===== src/hw/rtl/char_lcd_nibble_command_writer_assert.svh =====
// Assertion macros used by the LCD nibble writer top level.
`ifndef CHAR_LCD_NIBBLE_COMMAND_WRITER_ASSERT_SVH
`define CHAR_LCD_NIBBLE_COMMAND_WRITER_ASSERT_SVH

// Condition holds on every clock out of reset.
`define LCDW_ASSERT_ALWAYS(lbl, cond, msg) \
    lbl: assert property (@(posedge clk) disable iff (!rst_n) (cond)) else $error(msg);

// Antecedent implies consequent in the same cycle.
`define LCDW_ASSERT_IMPLY(lbl, ante, cons, msg) \
    lbl: assert property (@(posedge clk) disable iff (!rst_n) (ante) |-> (cons)) \
        else $error(msg);

// Antecedent implies consequent in the next cycle.
`define LCDW_ASSERT_NEXT(lbl, ante, cons, msg) \
    lbl: assert property (@(posedge clk) disable iff (!rst_n) (ante) |=> (cons)) \
        else $error(msg);

`endif


===== src/hw/rtl/lcdw_pkg.sv =====
// Types, constants and helper functions for the LCD nibble writer.
`default_nettype none

package lcdw_pkg;

    localparam int ACTION_W    = 2;
    localparam int CHAR_W      = 8;
    localparam int POS_W       = 5;
    localparam int GLYPH_W     = 3;
    localparam int PIN_W       = 5;
    localparam int NIB_W       = 4;
    localparam int WAIT_W      = 13;
    localparam int CURSOR_W    = 6;
    localparam int DDADDR_W    = 7;
    localparam int STEP_W      = 4;

    localparam int LINE_LENGTH = 16;

    localparam logic [CURSOR_W-1:0] LINE_LEN_C = CURSOR_W'(LINE_LENGTH);
    localparam logic [CURSOR_W-1:0] CURSOR_MAX = '1;
    localparam logic [DDADDR_W-1:0] LINE2_BASE = 7'h40;

    localparam logic [CHAR_W-1:0] SPACE_CHAR    = 8'h20;
    localparam logic [CHAR_W-1:0] CMD_CLEAR     = 8'h01;
    localparam logic [1:0]        CGRAM_PREFIX  = 2'b01;
    localparam logic              DDRAM_PREFIX  = 1'b1;

    localparam logic [WAIT_W-1:0] WAIT_NONE  = 13'd0;
    localparam logic [WAIT_W-1:0] WAIT_SHORT = 13'd50;
    localparam logic [WAIT_W-1:0] WAIT_LONG  = 13'd2000;

    localparam logic [STEP_W-1:0] INIT_LAST_STEP = 4'd11;
    localparam logic [STEP_W-1:0] STEP_CMD_HI    = 4'd0;
    localparam logic [STEP_W-1:0] STEP_CMD_LO    = 4'd1;
    localparam logic [STEP_W-1:0] STEP_DATA_HI   = 4'd2;
    localparam logic [STEP_W-1:0] STEP_DATA_LO   = 4'd3;

    localparam int FIFO_DEPTH = 2;
    localparam int FIFO_PTR_W = (FIFO_DEPTH > 1) ? $clog2(FIFO_DEPTH) : 1;
    localparam int FIFO_CNT_W = $clog2(FIFO_DEPTH + 1);

    typedef enum logic [ACTION_W-1:0] {
        ACT_INIT  = 2'd0,
        ACT_CLEAR = 2'd1,
        ACT_CHAR  = 2'd2,
        ACT_GLYPH = 2'd3
    } action_t;

    typedef enum logic [1:0] {
        JOB_INIT,
        JOB_CMD,
        JOB_CMD_DATA
    } job_kind_t;

    typedef struct packed {
        job_kind_t         kind;
        logic              has_cmd;
        logic [CHAR_W-1:0] cmd;
        logic [CHAR_W-1:0] data;
    } job_t;

    typedef struct packed {
        logic [FIFO_CNT_W-1:0] count;
    } fifo_status_t;

    function automatic logic [NIB_W-1:0] init_nibble(input logic [STEP_W-1:0] idx);
        logic [NIB_W-1:0] n;
        case (idx)
            4'd0, 4'd1, 4'd2: n = 4'h3;
            4'd3, 4'd4:       n = 4'h2;
            4'd5:             n = 4'h8;
            4'd7:             n = 4'hC;
            4'd9:             n = 4'h1;
            4'd11:            n = 4'h6;
            default:          n = 4'h0;
        endcase
        return n;
    endfunction

    function automatic logic [WAIT_W-1:0] init_wait(input logic [STEP_W-1:0] idx);
        logic [WAIT_W-1:0] w;
        case (idx)
            4'd0:                   w = 13'd5000;
            4'd1, 4'd2, 4'd3, 4'd5: w = 13'd1000;
            4'd7:                   w = WAIT_SHORT;
            4'd9, 4'd11:            w = WAIT_LONG;
            default:                w = WAIT_NONE;
        endcase
        return w;
    endfunction

    // DDRAM address of a cursor position: line two starts at 0x40.
    function automatic logic [DDADDR_W-1:0] ddram_addr(input logic [CURSOR_W-1:0] pos);
        logic [DDADDR_W-1:0] a;
        if (pos < LINE_LEN_C)
            a = DDADDR_W'(pos);
        else
            a = LINE2_BASE + DDADDR_W'(pos - LINE_LEN_C);
        return a;
    endfunction

endpackage

`default_nettype wire


===== src/hw/rtl/lcdw_if.sv =====
// Valid/ready channel interfaces for command beats and pin-word beats.
`default_nettype none

interface lcdw_cmd_if;
    logic                          valid;
    logic                          ready;
    logic [lcdw_pkg::ACTION_W-1:0] action;
    logic [lcdw_pkg::CHAR_W-1:0]   char_code;
    logic [lcdw_pkg::POS_W-1:0]    start_pos;
    logic                          first_char;
    logic [lcdw_pkg::GLYPH_W-1:0]  glyph_index;
    logic [lcdw_pkg::GLYPH_W-1:0]  glyph_row;
    logic [lcdw_pkg::CHAR_W-1:0]   row_dots;

    modport source (
        output valid, action, char_code, start_pos, first_char,
               glyph_index, glyph_row, row_dots,
        input  ready
    );
    modport sink (
        input  valid, action, char_code, start_pos, first_char,
               glyph_index, glyph_row, row_dots,
        output ready
    );
endinterface

interface lcdw_nib_if;
    logic                        valid;
    logic                        ready;
    logic [lcdw_pkg::PIN_W-1:0]  pin_word;
    logic [lcdw_pkg::WAIT_W-1:0] wait_after_us;
    logic                        last_of_run;

    modport source (output valid, pin_word, wait_after_us, last_of_run, input ready);
    modport sink   (input  valid, pin_word, wait_after_us, last_of_run, output ready);
endinterface

`default_nettype wire


===== src/hw/rtl/lcdw_front.sv =====
// Front end: takes command beats, tracks the cursor and builds nibble jobs.
`default_nettype none

module lcdw_front (
    input  wire logic           clk,
    input  wire logic           rst_n,
    lcdw_cmd_if.sink            cmd,
    output lcdw_pkg::job_t      push_job,
    output logic                push_valid,
    input  wire logic           push_ready
);
    import lcdw_pkg::*;

    logic [CURSOR_W-1:0] cursor_reg, cursor_next;
    logic                line1_reg, line1_next;
    logic                ended_reg, ended_next;

    logic [CURSOR_W-1:0] start_ext;
    logic [CURSOR_W-1:0] base_cursor;
    logic                base_ended;
    logic                is_nul;
    logic                accept;
    job_t                job;

    assign start_ext   = CURSOR_W'(cmd.start_pos);
    assign base_cursor = cmd.first_char ? start_ext : cursor_reg;
    assign base_ended  = cmd.first_char ? 1'b0 : ended_reg;
    assign is_nul      = (cmd.char_code == '0) || base_ended;
    assign accept      = cmd.valid && push_ready;

    assign cmd.ready  = push_ready;
    assign push_valid = cmd.valid;
    assign push_job   = job;

    always_comb
    begin
        job.kind    = JOB_CMD_DATA;
        job.has_cmd = 1'b1;
        job.cmd     = '0;
        job.data    = '0;
        case (action_t'(cmd.action))
            ACT_INIT:
            begin
                job.kind = JOB_INIT;
            end
            ACT_CLEAR:
            begin
                job.kind = JOB_CMD;
                job.cmd  = CMD_CLEAR;
            end
            ACT_CHAR:
            begin
                if (cmd.first_char)
                    job.cmd = {DDRAM_PREFIX, ddram_addr(start_ext)};
                else
                    job.cmd = {DDRAM_PREFIX, LINE2_BASE};
                // Re-address only on a string start or the wrap to line two.
                job.has_cmd = cmd.first_char || (line1_reg && (cursor_reg == LINE_LEN_C));
                job.data    = is_nul ? SPACE_CHAR : cmd.char_code;
            end
            ACT_GLYPH:
            begin
                job.cmd  = {CGRAM_PREFIX, cmd.glyph_index, cmd.glyph_row};
                job.data = cmd.row_dots;
            end
            default:
            begin
                job.kind = JOB_INIT;
            end
        endcase
    end

    always_comb
    begin
        cursor_next = cursor_reg;
        line1_next  = line1_reg;
        ended_next  = ended_reg;
        if (accept && (action_t'(cmd.action) == ACT_CHAR))
        begin
            if (cmd.first_char)
                line1_next = (start_ext < LINE_LEN_C);
            ended_next  = is_nul;
            cursor_next = (base_cursor == CURSOR_MAX) ? base_cursor
                                                      : base_cursor + 1'b1;
        end
    end

    always_ff @(posedge clk or negedge rst_n)
    begin
        if (!rst_n)
        begin
            cursor_reg <= '0;
            line1_reg  <= 1'b0;
            ended_reg  <= 1'b0;
        end
        else
        begin
            cursor_reg <= cursor_next;
            line1_reg  <= line1_next;
            ended_reg  <= ended_next;
        end
    end

endmodule

`default_nettype wire


===== src/hw/rtl/lcdw_job_fifo.sv =====
// Short job queue between the front end and the nibble sequencer.
`default_nettype none

module lcdw_job_fifo (
    input  wire logic                clk,
    input  wire logic                rst_n,
    input  wire logic                push_valid,
    input  wire lcdw_pkg::job_t      push_job,
    output logic                     push_ready,
    output logic                     pop_valid,
    output lcdw_pkg::job_t           pop_job,
    input  wire logic                pop,
    output lcdw_pkg::fifo_status_t   status
);
    import lcdw_pkg::*;

    localparam logic [FIFO_PTR_W-1:0] PTR_LAST = FIFO_PTR_W'(FIFO_DEPTH - 1);
    localparam logic [FIFO_CNT_W-1:0] CNT_FULL = FIFO_CNT_W'(FIFO_DEPTH);

    job_t                  mem_reg [FIFO_DEPTH];
    logic [FIFO_PTR_W-1:0] wr_ptr_reg, wr_ptr_next;
    logic [FIFO_PTR_W-1:0] rd_ptr_reg, rd_ptr_next;
    logic [FIFO_CNT_W-1:0] count_reg, count_next;
    logic                  do_push, do_pop;

    assign push_ready   = (count_reg != CNT_FULL);
    assign pop_valid    = (count_reg != '0);
    assign pop_job      = mem_reg[rd_ptr_reg];
    assign status.count = count_reg;
    assign do_push      = push_valid && push_ready;
    assign do_pop       = pop && pop_valid;

    always_comb
    begin
        wr_ptr_next = wr_ptr_reg;
        rd_ptr_next = rd_ptr_reg;
        count_next  = count_reg;
        if (do_push)
            wr_ptr_next = (wr_ptr_reg == PTR_LAST) ? '0 : wr_ptr_reg + 1'b1;
        if (do_pop)
            rd_ptr_next = (rd_ptr_reg == PTR_LAST) ? '0 : rd_ptr_reg + 1'b1;
        if (do_push && !do_pop)
            count_next = count_reg + 1'b1;
        else if (do_pop && !do_push)
            count_next = count_reg - 1'b1;
    end

    always_ff @(posedge clk or negedge rst_n)
    begin
        if (!rst_n)
        begin
            wr_ptr_reg <= '0;
            rd_ptr_reg <= '0;
            count_reg  <= '0;
        end
        else
        begin
            wr_ptr_reg <= wr_ptr_next;
            rd_ptr_reg <= rd_ptr_next;
            count_reg  <= count_next;
        end
    end

    always_ff @(posedge clk)
    begin
        if (do_push)
            mem_reg[wr_ptr_reg] <= push_job;
    end

endmodule

`default_nettype wire


===== src/hw/rtl/lcdw_back.sv =====
// Back end: walks the head job, one pin-word beat per cycle while ready.
`default_nettype none

module lcdw_back (
    input  wire logic           clk,
    input  wire logic           rst_n,
    input  wire logic           job_valid,
    input  wire lcdw_pkg::job_t job,
    output logic                job_pop,
    lcdw_nib_if.source          nib
);
    import lcdw_pkg::*;

    logic [STEP_W-1:0] step_reg, step_next;
    logic              out_valid_reg, out_valid_next;
    logic [PIN_W-1:0]  pin_reg, pin_next;
    logic [WAIT_W-1:0] wait_reg, wait_next;
    logic              last_reg, last_next;

    logic [STEP_W-1:0] idx;
    logic [PIN_W-1:0]  gen_pin;
    logic [WAIT_W-1:0] gen_wait;
    logic              gen_last;
    logic              load;

    // A character job without re-addressing starts at the data nibbles.
    assign idx = ((job.kind == JOB_CMD_DATA) && !job.has_cmd) ? step_reg + STEP_DATA_HI
                                                               : step_reg;

    always_comb
    begin
        gen_pin  = '0;
        gen_wait = WAIT_NONE;
        gen_last = 1'b0;
        case (job.kind)
            JOB_INIT:
            begin
                gen_pin  = {1'b0, init_nibble(idx)};
                gen_wait = init_wait(idx);
                gen_last = (idx == INIT_LAST_STEP);
            end
            JOB_CMD:
            begin
                if (idx == STEP_CMD_HI)
                    gen_pin = {1'b0, job.cmd[7:4]};
                else
                begin
                    gen_pin  = {1'b0, job.cmd[3:0]};
                    gen_wait = WAIT_LONG;
                    gen_last = 1'b1;
                end
            end
            JOB_CMD_DATA:
            begin
                case (idx)
                    STEP_CMD_HI: gen_pin = {1'b0, job.cmd[7:4]};
                    STEP_CMD_LO:
                    begin
                        gen_pin  = {1'b0, job.cmd[3:0]};
                        gen_wait = WAIT_SHORT;
                    end
                    STEP_DATA_HI: gen_pin = {1'b1, job.data[7:4]};
                    default:
                    begin
                        gen_pin  = {1'b1, job.data[3:0]};
                        gen_wait = WAIT_SHORT;
                        gen_last = 1'b1;
                    end
                endcase
            end
            default:
            begin
                gen_last = 1'b1;
            end
        endcase
    end

    assign load    = job_valid && (!out_valid_reg || nib.ready);
    assign job_pop = load && gen_last;

    always_comb
    begin
        step_next      = step_reg;
        out_valid_next = out_valid_reg && !nib.ready;
        pin_next       = pin_reg;
        wait_next      = wait_reg;
        last_next      = last_reg;
        if (load)
        begin
            step_next      = gen_last ? '0 : step_reg + 1'b1;
            out_valid_next = 1'b1;
            pin_next       = gen_pin;
            wait_next      = gen_wait;
            last_next      = gen_last;
        end
    end

    always_ff @(posedge clk or negedge rst_n)
    begin
        if (!rst_n)
        begin
            step_reg      <= '0;
            out_valid_reg <= 1'b0;
        end
        else
        begin
            step_reg      <= step_next;
            out_valid_reg <= out_valid_next;
        end
    end

    always_ff @(posedge clk)
    begin
        pin_reg  <= pin_next;
        wait_reg <= wait_next;
        last_reg <= last_next;
    end

    assign nib.valid         = out_valid_reg;
    assign nib.pin_word      = pin_reg;
    assign nib.wait_after_us = wait_reg;
    assign nib.last_of_run   = last_reg;

endmodule

`default_nettype wire


===== src/hw/rtl/char_lcd_nibble_command_writer.sv =====
// Top level: 4-bit character LCD command writer, front end, job queue, sequencer.
`default_nettype none

// Turns display commands into 5-bit pin words (bit 4 register select, bits 3-0
// D7..D4), each with the wait in microseconds to hold after strobing it, and
// flags the final nibble of each command. Actions: init (12 nibbles), clear
// (2), write character (2, or 4 when the cursor address goes out first: on
// the first character of a string and on the wrap from line one to line two),
// glyph row (4). After a NUL the rest of the string is padded with spaces
// until the next first character. Throughput is one pin-word beat per clock,
// set by the back-end sequencer, while a job is queued and the pin-word sink
// is ready. The front end classifies a command in the cycle it is accepted
// and parks it in a two-entry job queue; it keeps taking commands while the
// queue has room, even while the sequencer is stalled by the pin-word sink.
// After acceptance, the first nibble of a command passes through the job
// queue and then the registered pin-word output, which is held while ready
// is low. Enable-pulse timing and the power-on delay are the consumer's job.

`include "char_lcd_nibble_command_writer_assert.svh"

module char_lcd_nibble_command_writer (
    input  wire logic  clk,
    input  wire logic  rst_n,
    lcdw_cmd_if.sink   cmd,
    lcdw_nib_if.source nib
);
    import lcdw_pkg::*;

    // Front end to queue.
    job_t         push_job;
    logic         push_valid;
    logic         push_ready;

    // Queue to sequencer.
    logic         head_valid;
    job_t         head_job;
    logic         head_pop;
    fifo_status_t fifo_status;

    lcdw_front u_front (
        .clk        (clk),
        .rst_n      (rst_n),
        .cmd        (cmd),
        .push_job   (push_job),
        .push_valid (push_valid),
        .push_ready (push_ready)
    );

    lcdw_job_fifo u_fifo (
        .clk        (clk),
        .rst_n      (rst_n),
        .push_valid (push_valid),
        .push_job   (push_job),
        .push_ready (push_ready),
        .pop_valid  (head_valid),
        .pop_job    (head_job),
        .pop        (head_pop),
        .status     (fifo_status)
    );

    lcdw_back u_back (
        .clk       (clk),
        .rst_n     (rst_n),
        .job_valid (head_valid),
        .job       (head_job),
        .job_pop   (head_pop),
        .nib       (nib)
    );

    // Queue occupancy never passes its depth.
    `LCDW_ASSERT_ALWAYS(a_fifo_bound, fifo_status.count <= FIFO_CNT_W'(FIFO_DEPTH), "job queue overflow")

    // Commands are refused exactly when the queue is full.
    `LCDW_ASSERT_ALWAYS(a_ready_tracks_room, cmd.ready == (fifo_status.count != FIFO_CNT_W'(FIFO_DEPTH)), "ready disagrees with queue room")

    // With no job queued and nothing held, no beat can appear next cycle.
    `LCDW_ASSERT_NEXT(a_no_beat_from_nothing, (fifo_status.count == '0) && !nib.valid, !nib.valid, "pin word without a job")

endmodule

`default_nettype wire

===== src/flat_wrapper.sv =====
// flat-port wrapper written by rule: the top's interface ports become plain ports
module char_lcd_nibble_command_writer_flat import lcdw_pkg::*;
  (clk, rst_n, cmd_valid, cmd_action, cmd_char_code, cmd_start_pos, cmd_first_char, cmd_glyph_index, cmd_glyph_row, cmd_row_dots, cmd_ready, nib_valid, nib_pin_word, nib_wait_after_us, nib_last_of_run, nib_ready);
  lcdw_cmd_if cmd_i ();
  lcdw_nib_if nib_i ();
  input  wire logic clk;
  input  wire logic rst_n;
  input wire logic [$bits(cmd_i.valid)-1:0] cmd_valid;
  input wire logic [$bits(cmd_i.action)-1:0] cmd_action;
  input wire logic [$bits(cmd_i.char_code)-1:0] cmd_char_code;
  input wire logic [$bits(cmd_i.start_pos)-1:0] cmd_start_pos;
  input wire logic [$bits(cmd_i.first_char)-1:0] cmd_first_char;
  input wire logic [$bits(cmd_i.glyph_index)-1:0] cmd_glyph_index;
  input wire logic [$bits(cmd_i.glyph_row)-1:0] cmd_glyph_row;
  input wire logic [$bits(cmd_i.row_dots)-1:0] cmd_row_dots;
  output wire logic [$bits(cmd_i.ready)-1:0] cmd_ready;
  output wire logic [$bits(nib_i.valid)-1:0] nib_valid;
  output wire logic [$bits(nib_i.pin_word)-1:0] nib_pin_word;
  output wire logic [$bits(nib_i.wait_after_us)-1:0] nib_wait_after_us;
  output wire logic [$bits(nib_i.last_of_run)-1:0] nib_last_of_run;
  input wire logic [$bits(nib_i.ready)-1:0] nib_ready;
  assign cmd_i.valid = cmd_valid;
  assign cmd_i.action = cmd_action;
  assign cmd_i.char_code = cmd_char_code;
  assign cmd_i.start_pos = cmd_start_pos;
  assign cmd_i.first_char = cmd_first_char;
  assign cmd_i.glyph_index = cmd_glyph_index;
  assign cmd_i.glyph_row = cmd_glyph_row;
  assign cmd_i.row_dots = cmd_row_dots;
  assign cmd_ready = cmd_i.ready;
  assign nib_valid = nib_i.valid;
  assign nib_pin_word = nib_i.pin_word;
  assign nib_wait_after_us = nib_i.wait_after_us;
  assign nib_last_of_run = nib_i.last_of_run;
  assign nib_i.ready = nib_ready;
  char_lcd_nibble_command_writer u_core (.clk(clk), .rst_n(rst_n), .cmd(cmd_i), .nib(nib_i));
endmodule

===== config.mk =====
export PLATFORM = sky130hd
export DESIGN_NAME = char_lcd_nibble_command_writer_flat
export DESIGN_NICKNAME = d
export VERILOG_FILES = /design/src/hw/rtl/lcdw_pkg.sv /design/src/hw/rtl/lcdw_if.sv /design/src/hw/rtl/lcdw_front.sv /design/src/hw/rtl/lcdw_job_fifo.sv /design/src/hw/rtl/lcdw_back.sv /design/src/hw/rtl/char_lcd_nibble_command_writer.sv /design/src/flat_wrapper.sv
export VERILOG_INCLUDE_DIRS = /design/src /design/src/hw/rtl
export SDC_FILE = /design/constraint.sdc
export NUM_CORES = 1
export LEC_CHECK = 0
export BUFFER_PORTS_ARGS = -buffer_cell sky130_fd_sc_hd__buf_2
export CORE_ASPECT_RATIO = 2
export CORE_MARGIN = 3
export CORE_UTILIZATION = 52
export DETAILED_ROUTE_END_ITERATION = 10
export PLACE_DENSITY = 0.76
export SKIP_LAST_GASP = 1
export SLEW_MARGIN = 20
export SYNTH_ARGS = -nofsm -noshare
export SYNTH_HDL_FRONTEND = slang
export SYNTH_HIERARCHICAL = 1
export SYNTH_SLANG_ARGS = --single-unit

===== constraint.sdc =====
create_clock -name clk -period 3.3 [get_ports clk]
set_input_delay 0.495 -clock clk [delete_from_list [all_inputs] [get_ports clk]]
set_output_delay 0.495 -clock clk [all_outputs]
set_load 0.02 [all_outputs]

==> results of run 1 <==
-- layer usage --
layer	vias up	global-route usage	wire length [µm]
met5	-	0	0
met4	0	0.142	377
met3	23	0.0503	353
met2	104	0.407	5060
met1	1464	0.233	3090
li1	1435	-	-
-- worst max path at each step --
stage / startpoint / end / slack [ns] / cells after the start
floorplan: u_core/u_fifo/rd_ptr_reg / u_core/u_fifo/status[1] / 0.11 / 13
global placement: u_core/u_fifo/rd_ptr_reg / u_core/u_fifo/status[1] / 0.27 / 10
detailed placement: u_core/u_fifo/rd_ptr_reg / u_core/u_fifo/status[1] / 0.18 / 9
CTS: u_core/u_fifo/rd_ptr_reg / u_core/u_fifo/status[1] / 0.16 / 9
global route: u_core/u_fifo/rd_ptr_reg / u_core/u_fifo/status[1] / 0.04 / 9
finish: u_core/u_fifo/rd_ptr_reg / u_core/u_fifo/status[1] / 0.15 / 9
-- kinds of logic after synthesis --
family	count (synthesis)	synth area share
compound gates	72	0.127
xor+xnor	12	0.0266
fa+ha+maj	4	0.0127
buf+inv	40	0.0535
flops	69	0.502
mux	30	0.0845
other cells	1	0.000948
simple gates	137	0.192
-- metrics by stage --
stage          cell area, µm²  std cells  hold WS, ns  worst slack [ns]
6_report                 4530        507        0.107             0.154
5_1_grt                  4530        507        0.108            0.0402
4_1_cts                  4530        507       0.0950             0.161
3_5_place_dp             4240        491        0.454             0.177
3_3_place_gp             4240        491        0.447             0.270
2_1_floorplan            3960        367        0.199             0.113
-- where the power goes --
group / switching (mW) / internal (mW) / leakage [nW]
clock network: 0.339 / 0.580 / 0.139
registers: 0.133 / 1.29 / 0.707
logic: 1.10 / 0.753 / 0.975
-- area by class of cell --
class	count	area, µm²
multi-input combinational	258	1760
sequential	69	1990
timing repair buffer	62	338
clock inverter	5	52.6
fill	629	2800
tap	92	115
inverter	10	37.5
clock buffer	11	233
-- cell usage in the layout, fill, tap and decap left out, drive strengths merged, types with 4 or more instances in the layout --
| master | synthesis | routed |
|---|---|---|
| nand2 | 41 | 41 |
| a31oi | 5 | 5 |
| inv | 10 | 10 |
| or3 | 5 | 5 |
| nor3 | 8 | 8 |
| dfrtp | 17 | 17 |
| o22ai | 4 | 4 |
| xnor2 | 8 | 8 |
| mux2i | 9 | 9 |
| mux2 | 21 | 21 |
| a21oi | 4 | 4 |
| clkbuf | 15 | 11 |
| a22oi | 5 | 5 |
| buf | 15 | 62 |
| and3 | 7 | 7 |
| nor2b | 10 | 10 |
| nand3 | 7 | 7 |
| edfxtp | 52 | 52 |
| ha | 4 | 4 |
| o21ai | 25 | 25 |
| xor2 | 4 | 4 |
| nor4 | 5 | 5 |
| nor2 | 15 | 15 |
| nand2b | 11 | 11 |
| and2 | 11 | 11 |
==> flow_summary.ini, run 1 <==
[outcome]
status = finished clean

[critical_path]
cp_num_buf_inv = 0
reg2reg_depth = 9
rr_startpoint = u_core/u_fifo/rd_ptr_reg
critPathTopFamily = simple AND/OR/NAND/NOR gates
start_kind = flip-flop
cp-end-kind = flip-flop
path_cells = mux2_2, or3b_1, mux2_4, or4_4, and3_1, nand2_4, ha_1, nor2_1, xor2_1
crit_required_ns = 3.54
path_class = reg2reg
r2r_slack_ns = 0.15
r2r_end = u_core/u_fifo/status[1]
cp_data_arrival_time_ns = 3.39
cpPeakStageDelay_ns = 0.55
slowest_stage = or4_4
cp_max_fo = 9

[detailed_routing]
drt-initial-drc-count = 182
antenna_left = 0
vias = 3026
wl_per_cell_um = 17.5
route.detailed.drc = 0
firstDrtPassIters = 4
viasPerCell = 5.97
finalWirelength_um = 8880

[timing]
fin_crit_sh = 0.953
worstMarginPinSlew_ns = 0.834
finalSetupTns_ns = 0
setup-violations-final = 0
rsz0062_at_grt = no
final_hold_viol_count = 0
finalMaxSlewViolations = 0
skew_ns = 0.00530
fmax_ghz = 0.318
maxSlewHeadroom = 0.444
fin_crit_ns = 3.15

[cts]
root_buffer = clkbuf_16
clock_sinks = 69
cts_resized = 0
htree_levels = 3
cts_tree = yes
cts_buffer_depth = 2
numCtsBuffers = 9
hold_buffers = 0
cts.clk_slew.worst_paths_ns = 0.05
post_cts_buffers = 0
clock_latency_ns = 0.33

[synthesis]
ys_warn_count = 6
syn_inst = 365
synth_area_per_cell_um2 = 10.8
synth-async-reset-ratio = 0.246
synth.distinct_cells = 66
ys_seq_elements = 69
synth.most_common_cell = edfxtp_1
synth.top_cells.by_count = edfxtp_1, nand2_1, o21ai_0, mux2_2, dfrtp_1
synth_flop_cell = edfxtp_1
syn_area_um2 = 3960
synth_area_leaders = edfxtp_1, dfrtp_1, mux2_2, nand2_1, o21ai_0
synth_edf_count = 52
synth_top_cell_area_share = 0.395
ys_seq_area_frac = 0.502
synth_largest_area_cell = edfxtp_1

[die]
die_h_um = 129
initial_core_util = 0.540
rows = 44
core_area_um2 = 7320
die_width_um = 67.7
ios = 55
dieArea_um2 = 8750

[flow_run]
maxCapViolCount = 0

[layout]
layout.nets = 448
largest_reg_flops = 38
utilization = 0.618
drive_above_1_share = 0.260
n_antenna_cell = 0
synthToLayoutAreaGrowth_pct = 14.5

[global_route]
grt_pass1_wl_um = 14700
grt_overflow = 0
antenna_found_initial = 0
grt_max_degree = 26
grt.total_usage = 0.229
grt_pass1_vias = 3007

[placed_design]
gp_congestion = 0.988
port_buffers = 51
dpl.hpwl_um = 6700

[power_and_ir_drop]
max-vdd-ir-drop_mv = 0.470
power_mw = 4.20
power_density_nw_per_um2 = 927
p_leak_nw = 1.82

[hold_path]
hp-class = in2async
No activity file was read; power rests on OpenSTA's default activity.
==> inputs of run 2 (changes only) <==
--- a/config.mk
+++ b/config.mk
@@ -6,12 +6,13 @@
 export SDC_FILE = /design/constraint.sdc
 export NUM_CORES = 1
 export LEC_CHECK = 0
+export ABC_AREA = 1
 export BUFFER_PORTS_ARGS = -buffer_cell sky130_fd_sc_hd__buf_2
 export CORE_ASPECT_RATIO = 2
 export CORE_MARGIN = 3
-export CORE_UTILIZATION = 52
+export CORE_UTILIZATION = 55
 export DETAILED_ROUTE_END_ITERATION = 10
-export PLACE_DENSITY = 0.76
+export PLACE_DENSITY = 0.77
 export SKIP_LAST_GASP = 1
 export SLEW_MARGIN = 20
 export SYNTH_ARGS = -nofsm -noshare
==> constraint.sdc (replaced) <==
create_clock -name clk -period 3.5 [get_ports clk]
set_input_delay 0.525 -clock clk [delete_from_list [all_inputs] [get_ports clk]]
set_output_delay 0.525 -clock clk [all_outputs]
set_load 0.02 [all_outputs]
==> flow_summary.ini, run 2 <==
[cts]
cts_resized = 0
post_cts_buffers = 0
cts_buffer_depth = 2
clock_latency_ns = 0.33
root_buffer = clkbuf_16
numCtsBuffers = 9
cts_tree = yes
clock_sinks = 69
htree_levels = 3
hold_buffers = 0
cts.clk_slew.worst_paths_ns = 0.06

[die]
initial_core_util = 0.576
dieArea_um2 = 8150
die_width_um = 65.4
ios = 55
core_area_um2 = 6730
rows = 42
die_h_um = 125

[timing]
finalMaxSlewViolations = 0
final_hold_viol_count = 0
maxSlewHeadroom = 0.631
skew_ns = 0.00366
finalSetupTns_ns = 0
fmax_ghz = 0.358
rsz0062_at_grt = no
whs_ns = 0.122
fin_crit_sh = 0.798
worstMarginPinSlew_ns = 0.552
setup-violations-final = 0
fin_crit_ns = 2.79

[critical_path]
start_kind = flip-flop
path_cells = buf_4, nand2_1, nand2_1, inv_2, nor2_2, nand3_1, nand2_2, nor2_8, o21ai_2, nand2_2, nand3_4, nand2_1, inv_1, nand2_2, ha_1, inv_1, nand3_1, nand2_1, nand2_1
cp_num_buf_inv = 4
cp_data_arrival_time_ns = 3.02
cp-end-kind = flip-flop
path_class = reg2reg
critPathTopFamily = simple AND/OR/NAND/NOR gates
cp_max_fo = 20
crit_required_ns = 3.72
crit_top_cell = nand2_1
cpPeakStageDelay_ns = 0.34
slowest_stage = dfrtp_1

[detailed_routing]
route.detailed.drc = 0
viasPerCell = 5.22
wl_per_cell_um = 14.5
vias = 3061
finalWirelength_um = 8490
antenna_left = 0
firstDrtPassIters = 5
drt-initial-drc-count = 173

[power_and_ir_drop]
power_density_nw_per_um2 = 920
max-vdd-ir-drop_mv = 0.465
p_leak_nw = 2.11

[synthesis]
syn_area_um2 = 3870
ys_seq_elements = 69
synth_area_per_cell_um2 = 8.77
ys_seq_area_frac = 0.513
synth_largest_area_cell = edfxtp_1
synth_top_cell_area_share = 0.403
synth_flop_cell = edfxtp_1
synth.distinct_cells = 36
synth_edf_count = 52
syn_inst = 442
synth.most_common_cell = nand2_1
synth.top_cells.by_count = nand2_1, edfxtp_1, nand3_1, inv_1, nor2_1
synth_area_leaders = edfxtp_1, nand2_1, dfrtp_1, nand3_1, inv_1
synth-async-reset-ratio = 0.246
ys_warn_count = 6

[global_route]
grt_pass1_wl_um = 13900
antenna_found_initial = 0
grt_pass1_vias = 3178
grt.total_usage = 0.225
grt_max_degree = 22
grt_overflow = 0

[placed_design]
gp_congestion = 0.919
port_buffers = 51
dp.cells = 570
dpl.hpwl_um = 6560

[layout]
layout.nets = 531
largest_reg_flops = 38
final_cell_mix = nand2_1, edfxtp_1, buf_2
drive_above_1_share = 0.237
n_antenna_cell = 0
layout_commonest_cell = nand2_1
final_cell_count_no_fill = 586
synthToLayoutAreaGrowth_pct = 14.9

[outcome]
status = finished clean

[flow_run]
maxCapViolCount = 0

[hold_path]
hp-class = in2async
run 2: cell count changes after synthesis, sizes merged, moves of 10 or more:
cell / change
nor2b: -10
and2: -11
clkbuf: -11
nand2b: -11
inv: +31
nand2: +128
nor2: +24
mux2: -21
nand3: +40
run 2: worst register-to-register path, cell delays in order, from the launching register on:
cell	delay, ns
dfrtp_1	0.34
buf_4	0.23
nand2_1	0.08
nand2_1	0.19
inv_2	0.07
nor2_2	0.21
nand3_1	0.13
nand2_2	0.17
nor2_8	0.10
o21ai_2	0.14
nand2_2	0.12
nand3_4	0.13
nand2_1	0.06
inv_1	0.08
nand2_2	0.06
ha_1	0.30
inv_1	0.08
nand3_1	0.08
nand2_1	0.07
nand2_1	0.05
run 2: cell families after synthesis:
group                    synth area share
other                            0.000968
adder cells (fa/ha/maj)            0.0129
flip-flops                          0.513
AO/OA/AOI/OAI                      0.0607
buffers and inverters              0.0746
AND/OR/NAND/NOR                     0.323
XOR/XNOR                           0.0155
run 2: final cells by class:
cell class	instances	area, µm²
inverter	42	165
sequential	69	1990
multi-input combinational	315	1610
tap	88	110
fill	598	2270
clock inverter	7	66.3
timing repair buffer	56	293
clock buffer	9	225
run 2: power breakdown:
part           internal (mW)  switching [mW]  total [mW]
Combinational          0.564            1.26        1.82
Clock                  0.546           0.336       0.882
Sequential              1.25           0.147        1.39
Total                   2.36            1.74        4.10
run 2: stage by stage:
step	cell area, µm²	setup WS, ns	power (mW)	utilization
6_report	4450	0.706	4.10	0.662
5_1_grt	4450	0.445	4.38	0.662
4_1_cts	4450	0.710	4.11	0.662
3_5_place_dp	4160	0.743	3.21	0.619
3_3_place_gp	4160	0.825	3.17	0.619
2_1_floorplan	3880	1.06	2.80	-
run 2: final timing paths:
path / from / to / slack [ns] / depth (start not counted)
max in group asynchronous: rst_n / u_core/u_fifo/rd_ptr_reg / 3.08 / 1
setup reg to reg: u_core/u_fifo/rd_ptr_reg / u_core/u_fifo/status[1] / 0.71 / 19
setup / recovery: u_core/u_fifo/rd_ptr_reg / u_core/u_fifo/status[1] / 0.71 / 19
hold / removal: rst_n / u_core/u_front/cursor_reg[0] / 0.12 / 1
min in group clk: cmd_start_pos[4] / u_core/u_front/line1_reg / 0.44 / 2
hold reg to reg: u_core/u_front/ended_reg / u_core/u_front/ended_reg / 0.49 / 2
run 2: layer usage:
layer | routed length [µm] | vias up | global-route usage
met5 | 0 | - | 0
met2 | 4960 | 107 | 0.427
met4 | 391 | 0 | 0.138
met3 | 364 | 29 | 0.0424
met1 | 2770 | 1398 | 0.205
li1 | - | 1527 | -
==> inputs of run 3 (changes only) <==
==> constraint.sdc (replaced) <==
create_clock -name clk -period 2.6 [get_ports clk]
set_input_delay 0.39 -clock clk [delete_from_list [all_inputs] [get_ports clk]]
set_output_delay 0.39 -clock clk [all_outputs]
set_load 0.02 [all_outputs]
==> flow_summary.ini, run 3 (synthesis results as in run 2) <==
[cts]
htree_levels = 3
hold_buffers = 0
root_buffer = clkbuf_16
clock_sinks = 69
cts_buffer_depth = 2
cts_tree = yes
cts.clk_slew.worst_paths_ns = 0.06
clock_latency_ns = 0.33
numCtsBuffers = 9

[flow_run]
maxCapViolCount = 0

[placed_design]
port_buffers = 51
dpl.hpwl_um = 6550
place_area_um2 = 4240
dp.cells = 581
post-place-ws_ns = 0.0403
gp_congestion = 0.911

[outcome]
violations = hold timing
status = finished with violations

[detailed_routing]
antenna_left = 0
route.detailed.drc = 0
drt-initial-drc-count = 207
finalWirelength_um = 8490
firstDrtPassIters = 5
wl_per_cell_um = 14.1
vias = 3171
viasPerCell = 5.25

[power_and_ir_drop]
max-vdd-ir-drop_mv = 0.762
power_density_nw_per_um2 = 1280
p_leak_nw = 2.22

[critical_path]
cp-end-kind = flip-flop
path_class = reg2reg
cp_max_fo = 13
start_kind = flip-flop
cp_data_arrival_time_ns = 2.57
crit_required_ns = 2.82
path_cells = buf_4, nand2_1, nand2_2, inv_2, nand3_4, nand2_1, nand2_2, nor2_4, nand2_4, nand2_4, nand3_4, nand2_1, inv_1, nand2_2, ha_4, inv_1, nand3_1, nand2_1, nand2_1
rr_startpoint = u_core/u_fifo/rd_ptr_reg
r2r_end = u_core/u_fifo/status[1]
crit_top_cell = nand2_1
r2r_slack_ns = 0.25
slowest_stage = dfrtp_1
cpPeakStageDelay_ns = 0.40
reg2reg_depth = 19

[timing]
fmax_ghz = 0.425
final_hold_viol_count = 1
rsz0062_at_grt = no
finalMaxSlewViolations = 0
whs_ns = -0.000844
skew_ns = 0.00460
fin_crit_sh = 0.904
worstMarginPinSlew_ns = 0.518
finalSetupTns_ns = 0
maxSlewHeadroom = 0.653
fin_crit_ns = 2.35
setup_ws_ns = 0.249
setup-violations-final = 0

[layout]
largest_reg_flops = 38
n_antenna_cell = 0
synthToLayoutAreaGrowth_pct = 20.6
final_cell_mix = nand2_1, edfxtp_1, buf_2
drive_above_1_share = 0.281
fin_area_um2 = 4670
layout_commonest_cell = nand2_1
layout.nets = 549
multi_input_area_um2 = 1660
final_cell_count_no_fill = 604
fill_cells = 562
regArea_um2 = 1990

[global_route]
grt_pass1_wl_um = 13800
grt_max_degree = 21
grt_overflow = 0
grt_pass1_vias = 3105
grt.total_usage = 0.225
antenna_found_initial = 0

[die]
die_h_um = 125
die_width_um = 65.4
core_area_um2 = 6730
initial_core_util = 0.576
ios = 55
rows = 42
dieArea_um2 = 8150

[hold_path]
hp-class = in2async
-- run 3: changes by cell type in the layout (fill, tap and decap cells not counted), moves of 2 or more --
cell      before  now
buf_4          5   23
nand2_1      146  141
nand2_4        8   11
clkinv_1       4    2
inv_1         34   32
nand2_2       15   17
nor2_2         3    1
nor2_4         3    5
-- run 3: layout make-up --
type / instances / area share
clock buffer: 10 / 0.0490
clock inverter: 6 / 0.0185
inverter: 42 / 0.0359
multi-input combinational: 315 / 0.356
sequential: 69 / 0.425
tap: 88 / 0.0236
timing repair buffer: 74 / 0.0916
-- run 3: worst max-delay path, delay by kind of cell, from the launching register on --
family | cells | cell delay, ns
DFF | 1 | 0.40
buffers and inverters | 4 | 0.41
adders and majority gates | 1 | 0.21
and+or+nand+nor | 14 | 1.24
-- run 3: what timing repair did --
action	in CTS	in global routing
setup buffers	0	7
setup endpoints to repair	0	2
resized for setup	0	15
-- run 3: report_power, final --
group | internal (mW) | switching, mW
clock network | 0.839 | 0.456
registers | 1.68 | 0.193
logic | 1.03 | 1.81
-- run 3: routing by layer --
layer	routed length (µm)	vias to the layer above	GRT usage
met1	2820	1471	0.211
met5	0	-	0
met2	4810	93	0.410
met3	360	40	0.0514
met4	493	0	0.148
li1	-	1567	-
-- run 3: how the worst max path moves through the flow --
stage                                         from                      end
after CTS                 u_core/u_fifo/rd_ptr_reg  u_core/u_fifo/status[1]
after global routing      u_core/u_fifo/rd_ptr_reg  u_core/u_fifo/status[1]
after detailed placement  u_core/u_fifo/rd_ptr_reg  u_core/u_fifo/status[1]
final                     u_core/u_fifo/rd_ptr_reg  u_core/u_fifo/status[1]
after global placement    u_core/u_fifo/rd_ptr_reg  u_core/u_fifo/status[1]
after floorplan           u_core/u_fifo/rd_ptr_reg  u_core/u_fifo/status[1]
-- run 3: stage by stage --
stage / power [mW] / util
after floorplan: 3.77 / -
after global placement: 4.43 / 0.631
after detailed placement: 4.49 / 0.631
after CTS: 5.80 / 0.678
after global routing: 6.40 / 0.695
final: 6.00 / 0.695
